==> src/hw/rtl/mksm_pkg.sv <==
// Shared types and constants for the menu key sequence matcher.
package mksm_pkg;

    localparam int PATTERNS      = 4;
    localparam int PATTERN_BYTES = 8;
    localparam int PAT_W         = 64;
    localparam int TIMEOUT_W     = 32;
    localparam int K_W           = (PATTERNS > 1) ? $clog2(PATTERNS) : 1;
    localparam int LEN_W         = $clog2(PATTERN_BYTES);
    localparam int NUM_PAT_REGS  = 4;
    localparam int ADDR_W        = 6;

    localparam logic [2:0] REG_TIMEOUT = 3'd4;

    localparam logic [PAT_W-1:0] PAT_RESET [NUM_PAT_REGS] = '{
        64'd7884571, 64'd138749763339547, 64'd864257, 64'd870657
    };

    typedef enum logic [2:0] {
        KIND_DELAYED  = 3'd0,
        KIND_NO_MATCH = 3'd1,
        KIND_PARTIAL  = 3'd2,
        KIND_MATCH    = 3'd3,
        KIND_TIMEOUT  = 3'd4,
        KIND_IDLE     = 3'd5
    } t_kind;

    typedef enum logic [2:0] {
        ST_IDLE,
        ST_TICK,
        ST_TEST,
        ST_SEARCH,
        ST_FLUSH,
        ST_FINAL
    } t_state;

    typedef struct packed {
        logic  load;
        logic  scan_start;
        logic  scan_step;
        logic  scan_take;
        logic  flush_start;
        logic  flush_step;
        logic  restart;
        logic  set_fin;
        t_kind fin_kind;
        logic  emit_fin;
        logic  commit_part;
        logic  commit_clear;
    } t_dp_cmd;

    typedef struct packed {
        logic is_tick;
        logic cont;
        logic cont_done;
        logic scan_end;
        logic scan_hit;
        logic held_zero;
        logic timed_out;
        logic flush_last;
        logic out_free;
    } t_dp_status;

endpackage

==> src/hw/rtl/mksm_regs.sv <==
// Configuration register file with its APB-style access port.
module mksm_regs import mksm_pkg::*; (
    input  logic              i_clk,
    input  logic              i_rst_n,
    input  logic              psel,
    input  logic              penable,
    input  logic              pwrite,
    input  logic [ADDR_W-1:0] paddr,
    input  logic [PAT_W-1:0]  pwdata,
    output logic [PAT_W-1:0]  prdata,
    output logic              pready,
    output logic [PAT_W-1:0]  o_pat [PATTERNS],
    output logic [TIMEOUT_W-1:0] o_timeout
);

    logic [PAT_W-1:0]     r_pat [PATTERNS];
    logic [TIMEOUT_W-1:0] r_timeout;
    logic [2:0]           w_idx;
    logic                 w_wr;

    assign w_idx  = paddr[5:3];
    assign w_wr   = psel && penable && pwrite;
    assign pready = 1'b1;

    always_ff @(posedge i_clk) begin
        if (!i_rst_n) begin
            for (int i = 0; i < PATTERNS; i++) begin
                r_pat[i] <= (i < NUM_PAT_REGS) ? PAT_RESET[i % NUM_PAT_REGS] : '0;
            end
            r_timeout <= '0;
        end else if (w_wr) begin
            for (int i = 0; i < PATTERNS; i++) begin
                if (i < NUM_PAT_REGS && w_idx == 3'(i)) begin
                    r_pat[i] <= pwdata;
                end
            end
            if (w_idx == REG_TIMEOUT) begin
                r_timeout <= pwdata[TIMEOUT_W-1:0];
            end
        end
    end

    always_comb begin
        prdata = '0;
        if (w_idx == REG_TIMEOUT) begin
            prdata = {{(PAT_W-TIMEOUT_W){1'b0}}, r_timeout};
        end else if (w_idx < 3'(NUM_PAT_REGS) && 32'(w_idx) < PATTERNS) begin
            prdata = r_pat[w_idx[K_W-1:0]];
        end
    end

    assign o_pat     = r_pat;
    assign o_timeout = r_timeout;

endmodule

==> src/hw/rtl/mksm_dp.sv <==
// Datapath: matcher state, pattern compare, flush pointer and output register.
module mksm_dp import mksm_pkg::*; (
    input  logic                 i_clk,
    input  logic                 i_rst_n,
    input  t_dp_cmd              i_cmd,
    input  logic                 i_tick,
    input  logic [7:0]           i_char,
    input  logic [PAT_W-1:0]     i_pat [PATTERNS],
    input  logic [TIMEOUT_W-1:0] i_timeout,
    input  logic                 i_m_tready,
    output t_dp_status           o_status,
    output logic                 o_m_tvalid,
    output logic [7:0]           o_m_tdata,
    output logic [2:0]           o_m_tuser,
    output logic                 o_m_tlast
);

    function automatic logic [LEN_W-1:0] pat_len(input logic [PAT_W-1:0] p);
        logic [LEN_W-1:0] n;
        logic             stop;
        n    = '0;
        stop = 1'b0;
        for (int i = 0; i < PATTERN_BYTES - 1; i++) begin
            if (!stop) begin
                if (p[8*i +: 8] != 8'd0) begin
                    n = n + 1'b1;
                end else begin
                    stop = 1'b1;
                end
            end
        end
        return n;
    endfunction

    function automatic logic shares_prefix(input logic [PAT_W-1:0] cur,
                                           input logic [PAT_W-1:0] cand,
                                           input logic [LEN_W-1:0] m);
        logic ok;
        ok = (pat_len(cand) >= m);
        for (int i = 0; i < PATTERN_BYTES - 1; i++) begin
            if (i < 32'(m) && cur[8*i +: 8] != cand[8*i +: 8]) begin
                ok = 1'b0;
            end
        end
        return ok;
    endfunction

    logic [K_W-1:0]       r_k;
    logic [LEN_W-1:0]     r_m;
    logic [TIMEOUT_W-1:0] r_elapsed;
    logic                 r_mode;
    logic [7:0]           r_ch;
    logic [K_W-1:0]       r_wk;
    logic [LEN_W-1:0]     r_wm;
    logic [K_W-1:0]       r_base;
    logic [K_W:0]         r_scan;
    logic [LEN_W-1:0]     r_fptr;
    t_kind                r_fin_kind;
    logic [7:0]           r_fin_data;
    logic                 r_out_valid;
    t_kind                r_out_kind;
    logic [7:0]           r_out_data;
    logic                 r_out_last;

    logic [PAT_W-1:0] w_cur;
    logic [PAT_W-1:0] w_base;
    logic [PAT_W-1:0] w_cand;
    logic [LEN_W-1:0] w_len;
    logic [LEN_W-1:0] w_wm_inc;
    logic [7:0]       w_cur_byte;
    logic [7:0]       w_flush_byte;
    logic             w_out_free;

    assign w_cur        = i_pat[r_wk];
    assign w_base       = i_pat[r_base];
    assign w_cand       = i_pat[r_scan[K_W-1:0]];
    assign w_len        = pat_len(w_cur);
    assign w_wm_inc     = r_wm + 1'b1;
    assign w_cur_byte   = w_cur[8*r_wm +: 8];
    assign w_flush_byte = w_base[8*r_fptr +: 8];
    assign w_out_free   = !r_out_valid || i_m_tready;

    always_comb begin
        o_status.is_tick    = r_mode;
        o_status.cont       = (r_wm < w_len) && (w_cur_byte == r_ch);
        o_status.cont_done  = (w_wm_inc == w_len);
        o_status.scan_end   = (r_scan == (K_W+1)'(PATTERNS));
        o_status.scan_hit   = shares_prefix(w_base, w_cand, r_wm);
        o_status.held_zero  = (r_wm == '0);
        o_status.timed_out  = (r_wm != '0) && (r_elapsed >= i_timeout);
        o_status.flush_last = (r_fptr == r_wm - 1'b1);
        o_status.out_free   = w_out_free;
    end

    always_ff @(posedge i_clk) begin
        if (i_cmd.load) begin
            r_mode <= i_tick;
            r_ch   <= i_char;
            r_wk   <= r_k;
            r_wm   <= r_m;
            r_base <= r_k;
        end
        if (i_cmd.scan_start) begin
            r_base <= r_wk;
            r_scan <= {1'b0, r_wk} + 1'b1;
        end
        if (i_cmd.scan_step) begin
            r_scan <= r_scan + 1'b1;
        end
        if (i_cmd.scan_take) begin
            r_wk <= r_scan[K_W-1:0];
        end
        if (i_cmd.flush_start) begin
            r_fptr <= '0;
        end
        if (i_cmd.flush_step) begin
            r_fptr <= r_fptr + 1'b1;
        end
        if (i_cmd.restart) begin
            r_wk <= '0;
            r_wm <= '0;
        end
        if (i_cmd.set_fin) begin
            r_fin_kind <= i_cmd.fin_kind;
            r_fin_data <= (i_cmd.fin_kind == KIND_NO_MATCH) ? r_ch : 8'd0;
        end
        if (i_cmd.flush_step) begin
            r_out_kind <= KIND_DELAYED;
            r_out_data <= w_flush_byte;
            r_out_last <= 1'b0;
        end else if (i_cmd.emit_fin) begin
            r_out_kind <= r_fin_kind;
            r_out_data <= r_fin_data;
            r_out_last <= 1'b1;
        end
    end

    always_ff @(posedge i_clk) begin
        if (!i_rst_n) begin
            r_k         <= '0;
            r_m         <= '0;
            r_elapsed   <= '0;
            r_out_valid <= 1'b0;
        end else begin
            if (i_cmd.load && i_tick && r_elapsed != '1) begin
                r_elapsed <= r_elapsed + 1'b1;
            end else if (i_cmd.commit_part) begin
                r_elapsed <= '0;
            end
            if (i_cmd.commit_part) begin
                r_k <= r_wk;
                r_m <= w_wm_inc;
            end else if (i_cmd.commit_clear) begin
                r_k <= '0;
                r_m <= '0;
            end
            if (i_cmd.flush_step || i_cmd.emit_fin) begin
                r_out_valid <= 1'b1;
            end else if (i_m_tready) begin
                r_out_valid <= 1'b0;
            end
        end
    end

    assign o_m_tvalid = r_out_valid;
    assign o_m_tdata  = r_out_data;
    assign o_m_tuser  = r_out_kind;
    assign o_m_tlast  = r_out_last;

    a_emit_needs_room: assert property (@(posedge i_clk) disable iff (!i_rst_n)
        (i_cmd.flush_step || i_cmd.emit_fin) |-> w_out_free)
        else $error("Output word loaded while the output register is still full.");

    a_one_writer: assert property (@(posedge i_clk) disable iff (!i_rst_n)
        $onehot0({i_cmd.load, i_cmd.flush_step, i_cmd.emit_fin}))
        else $error("Load, flush and final commands overlap.");

    a_partial_holds: assert property (@(posedge i_clk) disable iff (!i_rst_n)
        i_cmd.commit_part |=> (r_m != '0 && r_elapsed == '0))
        else $error("Partial match did not leave a held prefix with a cleared tick count.");

endmodule

==> src/hw/rtl/mksm_ctrl.sv <==
// Controller state machine that sequences tick, test, search, flush and result words.
module mksm_ctrl import mksm_pkg::*; (
    input  logic       i_clk,
    input  logic       i_rst_n,
    input  logic       i_valid,
    input  logic       i_tick,
    input  t_dp_status i_status,
    output logic       o_ready,
    output t_dp_cmd    o_cmd
);

    t_state r_state;
    t_state n_state;

    always_ff @(posedge i_clk) begin
        if (!i_rst_n) begin
            r_state <= ST_IDLE;
        end else begin
            r_state <= n_state;
        end
    end

    always_comb begin
        n_state = r_state;
        case (r_state)
            ST_IDLE: begin
                if (i_valid) begin
                    n_state = i_tick ? ST_TICK : ST_TEST;
                end
            end
            ST_TICK: begin
                n_state = i_status.timed_out ? ST_FLUSH : ST_FINAL;
            end
            ST_TEST: begin
                n_state = i_status.cont ? ST_FINAL : ST_SEARCH;
            end
            ST_SEARCH: begin
                if (i_status.scan_end) begin
                    n_state = i_status.held_zero ? ST_FINAL : ST_FLUSH;
                end else if (i_status.scan_hit) begin
                    n_state = ST_TEST;
                end
            end
            ST_FLUSH: begin
                if (i_status.out_free && i_status.flush_last) begin
                    n_state = i_status.is_tick ? ST_FINAL : ST_TEST;
                end
            end
            ST_FINAL: begin
                if (i_status.out_free) begin
                    n_state = ST_IDLE;
                end
            end
            default: n_state = ST_IDLE;
        endcase
    end

    always_comb begin
        o_cmd   = '0;
        o_ready = 1'b0;
        case (r_state)
            ST_IDLE: begin
                o_ready    = 1'b1;
                o_cmd.load = i_valid;
            end
            ST_TICK: begin
                o_cmd.set_fin = 1'b1;
                if (i_status.timed_out) begin
                    o_cmd.flush_start = 1'b1;
                    o_cmd.fin_kind    = KIND_TIMEOUT;
                end else begin
                    o_cmd.fin_kind    = KIND_IDLE;
                end
            end
            ST_TEST: begin
                if (i_status.cont) begin
                    o_cmd.set_fin = 1'b1;
                    if (i_status.cont_done) begin
                        o_cmd.fin_kind     = KIND_MATCH;
                        o_cmd.commit_clear = 1'b1;
                    end else begin
                        o_cmd.fin_kind    = KIND_PARTIAL;
                        o_cmd.commit_part = 1'b1;
                    end
                end else begin
                    o_cmd.scan_start = 1'b1;
                end
            end
            ST_SEARCH: begin
                if (i_status.scan_end) begin
                    if (i_status.held_zero) begin
                        o_cmd.set_fin      = 1'b1;
                        o_cmd.fin_kind     = KIND_NO_MATCH;
                        o_cmd.commit_clear = 1'b1;
                    end else begin
                        o_cmd.flush_start = 1'b1;
                    end
                end else if (i_status.scan_hit) begin
                    o_cmd.scan_take = 1'b1;
                end else begin
                    o_cmd.scan_step = 1'b1;
                end
            end
            ST_FLUSH: begin
                if (i_status.out_free) begin
                    o_cmd.flush_step = 1'b1;
                    if (i_status.flush_last) begin
                        if (i_status.is_tick) begin
                            o_cmd.commit_clear = 1'b1;
                        end else begin
                            o_cmd.restart = 1'b1;
                        end
                    end
                end
            end
            ST_FINAL: begin
                o_cmd.emit_fin = i_status.out_free;
            end
            default: begin
                o_cmd = '0;
            end
        endcase
    end

    a_load_leaves_idle: assert property (@(posedge i_clk) disable iff (!i_rst_n)
        (i_valid && o_ready) |=> (r_state == ST_TICK || r_state == ST_TEST))
        else $error("Accepted word did not start tick or character handling.");

    a_final_closes: assert property (@(posedge i_clk) disable iff (!i_rst_n)
        o_cmd.emit_fin |=> (r_state == ST_IDLE))
        else $error("Final result word did not return the controller to idle.");

    a_flush_has_bytes: assert property (@(posedge i_clk) disable iff (!i_rst_n)
        (r_state == ST_FLUSH) |-> !i_status.held_zero)
        else $error("Flush entered with no held bytes.");

endmodule

==> src/hw/rtl/menu_key_sequence_matcher_top.sv <==
// Top level of the menu key sequence matcher.
//
// Input words arrive on the slave stream: tuser is 0 for a received character
// in tdata and 1 for one time tick. Result words leave on the master stream:
// tuser holds the result kind, tdata the flushed or unmatched character, and
// tlast marks the final word caused by one input word. The user writes registers
// over the APB port only while the block is idle, which the block does not enforce.
// One input word is handled at a time. A tick passes through the tick check,
// flushes the held bytes if it timed out, and then puts its final word in the
// output register. A character is tested against the current pattern and, on a
// mismatch, searched over the following patterns, with held bytes flushed when no
// pattern continues the prefix; the search walks the patterns once per pass with
// at most two passes. A direct partial or full match goes from the test state
// straight to its final word.
// The next word is accepted as soon as the final result word sits in the
// output register. When the receiver stalls, the output register holds its
// word and the controller waits. Reset clears the held prefix, the tick count
// and the output register and loads the default key sequences.
module menu_key_sequence_matcher_top import mksm_pkg::*; (
    input  logic              i_clk,
    input  logic              i_rst_n,
    input  logic              i_s_tvalid,
    output logic              o_s_tready,
    input  logic [7:0]        i_s_tdata,   // char_in
    input  logic              i_s_tuser,   // mode
    output logic              o_m_tvalid,
    input  logic              i_m_tready,
    output logic [7:0]        o_m_tdata,   // data
    output logic [2:0]        o_m_tuser,   // kind
    output logic              o_m_tlast,
    input  logic              psel,
    input  logic              penable,
    input  logic              pwrite,
    input  logic [ADDR_W-1:0] paddr,
    input  logic [PAT_W-1:0]  pwdata,
    output logic [PAT_W-1:0]  prdata,
    output logic              pready
);

    logic [PAT_W-1:0]     w_pat [PATTERNS];
    logic [TIMEOUT_W-1:0] w_timeout;
    t_dp_cmd              w_cmd;
    t_dp_status           w_status;

    mksm_regs u_regs (
        .i_clk     (i_clk),
        .i_rst_n   (i_rst_n),
        .psel      (psel),
        .penable   (penable),
        .pwrite    (pwrite),
        .paddr     (paddr),
        .pwdata    (pwdata),
        .prdata    (prdata),
        .pready    (pready),
        .o_pat     (w_pat),
        .o_timeout (w_timeout)
    );

    mksm_ctrl u_ctrl (
        .i_clk    (i_clk),
        .i_rst_n  (i_rst_n),
        .i_valid  (i_s_tvalid),
        .i_tick   (i_s_tuser),
        .i_status (w_status),
        .o_ready  (o_s_tready),
        .o_cmd    (w_cmd)
    );

    mksm_dp u_dp (
        .i_clk      (i_clk),
        .i_rst_n    (i_rst_n),
        .i_cmd      (w_cmd),
        .i_tick     (i_s_tuser),
        .i_char     (i_s_tdata),
        .i_pat      (w_pat),
        .i_timeout  (w_timeout),
        .i_m_tready (i_m_tready),
        .o_status   (w_status),
        .o_m_tvalid (o_m_tvalid),
        .o_m_tdata  (o_m_tdata),
        .o_m_tuser  (o_m_tuser),
        .o_m_tlast  (o_m_tlast)
    );

endmodule
==> config.mk <==
export PLATFORM = sky130hd
export DESIGN_NAME = menu_key_sequence_matcher_top
export DESIGN_NICKNAME = d
export VERILOG_FILES = /design/src/hw/rtl/mksm_pkg.sv /design/src/hw/rtl/mksm_regs.sv /design/src/hw/rtl/mksm_dp.sv /design/src/hw/rtl/mksm_ctrl.sv /design/src/hw/rtl/menu_key_sequence_matcher_top.sv
export SDC_FILE = /design/constraint.sdc
export NUM_CORES = 1
export LEC_CHECK = 0
export BUFFER_PORTS_ARGS = -buffer_cell sky130_fd_sc_hd__buf_2
export CORE_AREA = 3 3 278 253
export CTS_BUF_LIST = sky130_fd_sc_hd__clkbuf_16
export CTS_CLUSTER_SIZE = 20
export DETAILED_ROUTE_END_ITERATION = 10
export DIE_AREA = 0 0 281 256
export SYNTH_ARGS = -nofsm -noshare
export SYNTH_HDL_FRONTEND = slang
export SYNTH_SLANG_ARGS = --single-unit
==> constraint.sdc <==
create_clock -name i_clk -period 14.5 [get_ports i_clk]
set_clock_uncertainty 0.2 [all_clocks]
set_input_delay 1.45 -clock i_clk [delete_from_list [all_inputs] [get_ports i_clk]]
set_output_delay 1.45 -clock i_clk [all_outputs]
set_load 0.05 [all_outputs]
==> results.py <==
metrics = {
    "run_status": {
        "status": "finished clean",
    },
    "min_path": {
        "min_from": "u_dp.o_m_tlast$_SDFFE_PP0P_",
        "hold_class": "reg2reg",
        "whs_path_depth": 2,
        "min_to": "u_dp.o_m_tlast$_SDFFE_PP0P_",
    },
    "routing": {
        "vias": 20700,
        "drtIter0Drc": 2009,
        "drt-total-wl_um": 82800,
        "top_layer_used": "met5",
        "wl_met3_um": 8310,
        "wl_met2_um": 38900,
        "drtAntennaViolNets": 0,
        "drt-met1-wl_um": 31900,
        "drt-pass1-iter-count": 6,
        "drc_errors": 0,
        "vias_per_cell": 5.91,
        "post_drt_wl_per_cell_um": 23.6,
    },
    "die": {
        "coreArea_um2": 68000,
        "fp.dieW_um": 281,
        "rows": 91,
        "die_h_um": 256,
        "io-pin-count": 165,
        "start_util_pct": 34.6,
        "die_area_um2": 71900,
    },
    "critical_path": {
        "reg2reg_depth": 27,
        "r2r-end": "u_dp.r_elapsed[12]$_SDFFE_PN0P_",
        "worstPathArrival_ps": 8960,
        "cp.required_ps": 14720,
        "cp-start-kind": "flop",
        "cp_max_fo": 38,
        "critPathKind": "reg2reg",
        "critPathCaptureType": "flop",
        "rr_startpoint": "u_dp.r_wk[1]$_SDFFE_PP0P_",
        "regToRegSetupSlack_ps": 5760,
    },
    "power": {
        "p_leak_nw": 9.44,
        "ir_worst_vdd_mv": 0.0887,
        "finalPower_mw": 3.61,
        "power_density_nw_per_um2": 137,
    },
    "synth": {
        "syn_area_um2": 23500,
        "ys_ff_latch": 374,
        "synth_ff_type": "dfxtp_1",
        "async_flop_share_pct": 0,
        "ys_seq_area_share_pct": 33.3,
        "syn_nets": 2662,
        "syn_area_per_cell_um2": 9.32,
        "synth-edff-count": 36,
        "netlist_instances": 2525,
        "synth_cell_types": 62,
        "ys_warn_count": 0,
    },
    "cells_and_area": {
        "synthToLayoutAreaGrowth_pct": 12.2,
        "multi_input_area_um2": 14700,
        "nets": 2713,
        "drive_gt1_share_pct": 21.1,
        "register_area_um2": 7850,
        "final_common_cell": "nand2_1",
        "layout_common_cells": "nand2_1, dfxtp_1, mux4_2",
        "fillers": 6601,
    },
    "place": {
        "post-place-ws_ps": 5960,
        "io_buffers": 160,
        "hpwl_um": 55500,
        "gp_congestion": 0.919,
    },
    "cts": {
        "cts_tree": "built",
        "cts.reportedPaths.clkPinSlew_ps": 60,
        "cts_setup_buffers": 0,
        "cts_resized": 0,
        "numCtsBuffers": 46,
        "holdBufCountCts": 0,
        "htree_levels": 2,
        "cts_sinks": 374,
        "clock-root-buffer": "clkbuf_16",
        "clk_path_buf_depth": 3,
        "clk_latency_ps": 600,
    },
    "sta": {
        "slew_violations": 0,
        "fin_crit_sh_pct": 60.3,
        "setup_viol": 0,
        "setup-tns-final_ps": 0,
        "layout_setup_ws_ps": 5760,
        "hold_ws_ps": 250,
        "worstMarginPinSlew_ps": 1170,
        "rsz0062_at_grt": "false",
        "relSlewSlack_pct": 22.1,
        "timing.fmax_mhz": 114,
        "hold_viol_final": 0,
        "fin_crit_ps": 8740,
    },
    "global_routing": {
        "grt_pass1_vias": 19800,
        "overflow": 0,
        "grt_use_total_pct": 22.5,
        "antenna_found_initial": 12,
        "grt_pass1_wl_um": 124000,
        "grt_max_degree": 123,
    },
    "job": {
        "drv_cap": 0,
    },
}
-- synthesized netlist by cell type (10+ instances only) --
cell	n	share of area, %
ha_1	51	2.7
nor2b_1	43	1.1
o21ai_0	80	1.7
nand2b_1	10	0.27
and2_1	11	0.29
mux2i_1	25	1.1
edfxtp_1	36	4.6
nor4_1	32	0.85
xor2_1	46	1.7
or4_1	10	0.32
and3_1	19	0.50
buf_1	11	0.18
xnor2_1	39	1.5
mux4_2	278	27
inv_1	82	1.3
dfxtp_1	338	29
nand3_1	77	1.6
a31oi_1	12	0.32
clkbuf_1	147	2.3
nand2_1	695	11
buf_2	20	0.43
a21oi_1	267	5.7
nor2_1	72	1.1
nand4_1	19	0.50
-- final cells by class --
cell class	count	area share, %
inverter	82	1.18
antenna	6	0.0569
multi-input combinational	1882	55.6
timing repair buffer	190	3.90
tap	883	4.18
clock inverter	37	0.915
clock buffer	47	4.45
sequential	374	29.7
-- registers in the layout, summed over array words and instances (netlist names) --
register / flops
u_dp.o_m_tlast: 1
u_dp.r_m: 3
u_dp.r_ch: 8
u_dp.r_base: 2
u_ctrl.r_state: 3
u_dp.r_fptr: 3
u_dp.r_elapsed: 32
u_regs.o_pat: 256
u_regs.o_timeout: 32
u_dp.r_fin_data: 8
u_dp.r_k: 2
u_dp.r_mode: 1
u_dp.o_m_tuser: 3
u_dp.o_m_tvalid: 1
u_dp.r_wk: 2
u_dp.o_m_tdata: 8
u_dp.r_wm: 3
u_dp.r_scan: 3
u_dp.r_fin_kind: 3
-- cells by family after synthesis --
logic type               share of synthesized area (%)
adder cells (fa/ha/maj)                           2.75
buffers and inverters                             4.57
other                                           0.0159
XOR/XNOR                                          3.16
multiplexers                                      27.8
AO/OA/AOI/OAI                                     9.71
AND/OR/NAND/NOR                                   18.6
flip-flops                                        33.3
-- metrics by stage --
stage,cell area (um^2),util (%),cells
global placement,25000,36.7,3411
floorplan,23500,-,2525
finish,26400,38.8,3501
CTS,26400,38.8,3495
global route,26400,38.8,3495
detailed placement,25000,36.7,3411
-- how the worst max path moves through the flow --
| stage | start | to | slack (ps) | cells after the start |
|---|---|---|---|---|
| after detailed placement | u_dp.r_wk[1]$_SDFFE_PP0P_ | u_dp.r_elapsed[12]$_SDFFE_PN0P_ | 5960 | 27 |
| after global routing | u_dp.r_wk[1]$_SDFFE_PP0P_ | u_dp.r_elapsed[12]$_SDFFE_PN0P_ | 5430 | 27 |
| after global placement | u_dp.r_wk[1]$_SDFFE_PP0P_ | u_dp.r_elapsed[8]$_SDFFE_PN0P_ | 6070 | 27 |
| final | u_dp.r_wk[1]$_SDFFE_PP0P_ | u_dp.r_elapsed[12]$_SDFFE_PN0P_ | 5760 | 27 |
| after floorplan | u_dp.r_scan[0]$_DFFE_PP_ | u_dp.r_scan[2]$_DFFE_PP_ | 7790 | 27 |
| after CTS | u_dp.r_wk[1]$_SDFFE_PP0P_ | u_dp.r_elapsed[12]$_SDFFE_PN0P_ | 5950 | 27 |
-- power by group --
group          total [mW]  switching, mW  internal [mW]
clock                1.10          0.481          0.624
combinational        1.31          0.781          0.531
sequential           1.19         0.0791           1.11
total                3.61           1.34           2.27
-- critical path: stages, from the launching register on --
cell and delay, ps:
dfxtp_2 960, buf_4 690, mux4_2 450, nor4_1 290
nand2_1 140, a21boi_0 400, ha_1 330, o21a_1 190
ha_1 290, mux2i_1 230, a21boi_0 150, ha_1 350
inv_1 60, mux2i_1 60, o21a_1 190, ha_1 280
and3b_1 190, nand2_1 60, a21bo_2 240, ha_1 260
nor2b_1 130, o21a_1 170, nor3_1 310, nand4_1 200
or3_1 450, a21oi_2 530, nand2b_2 500, a311oi_1 170
-- per-layer routing --
layer  vias to the layer above  GRT usage, %
li1                       9195             -
met1                     10200          29.7
met2                      1085          36.1
met3                       195          4.61
met4                        12          9.45
met5                         -             0
Note: power is estimated with default switching activity, not from simulation.
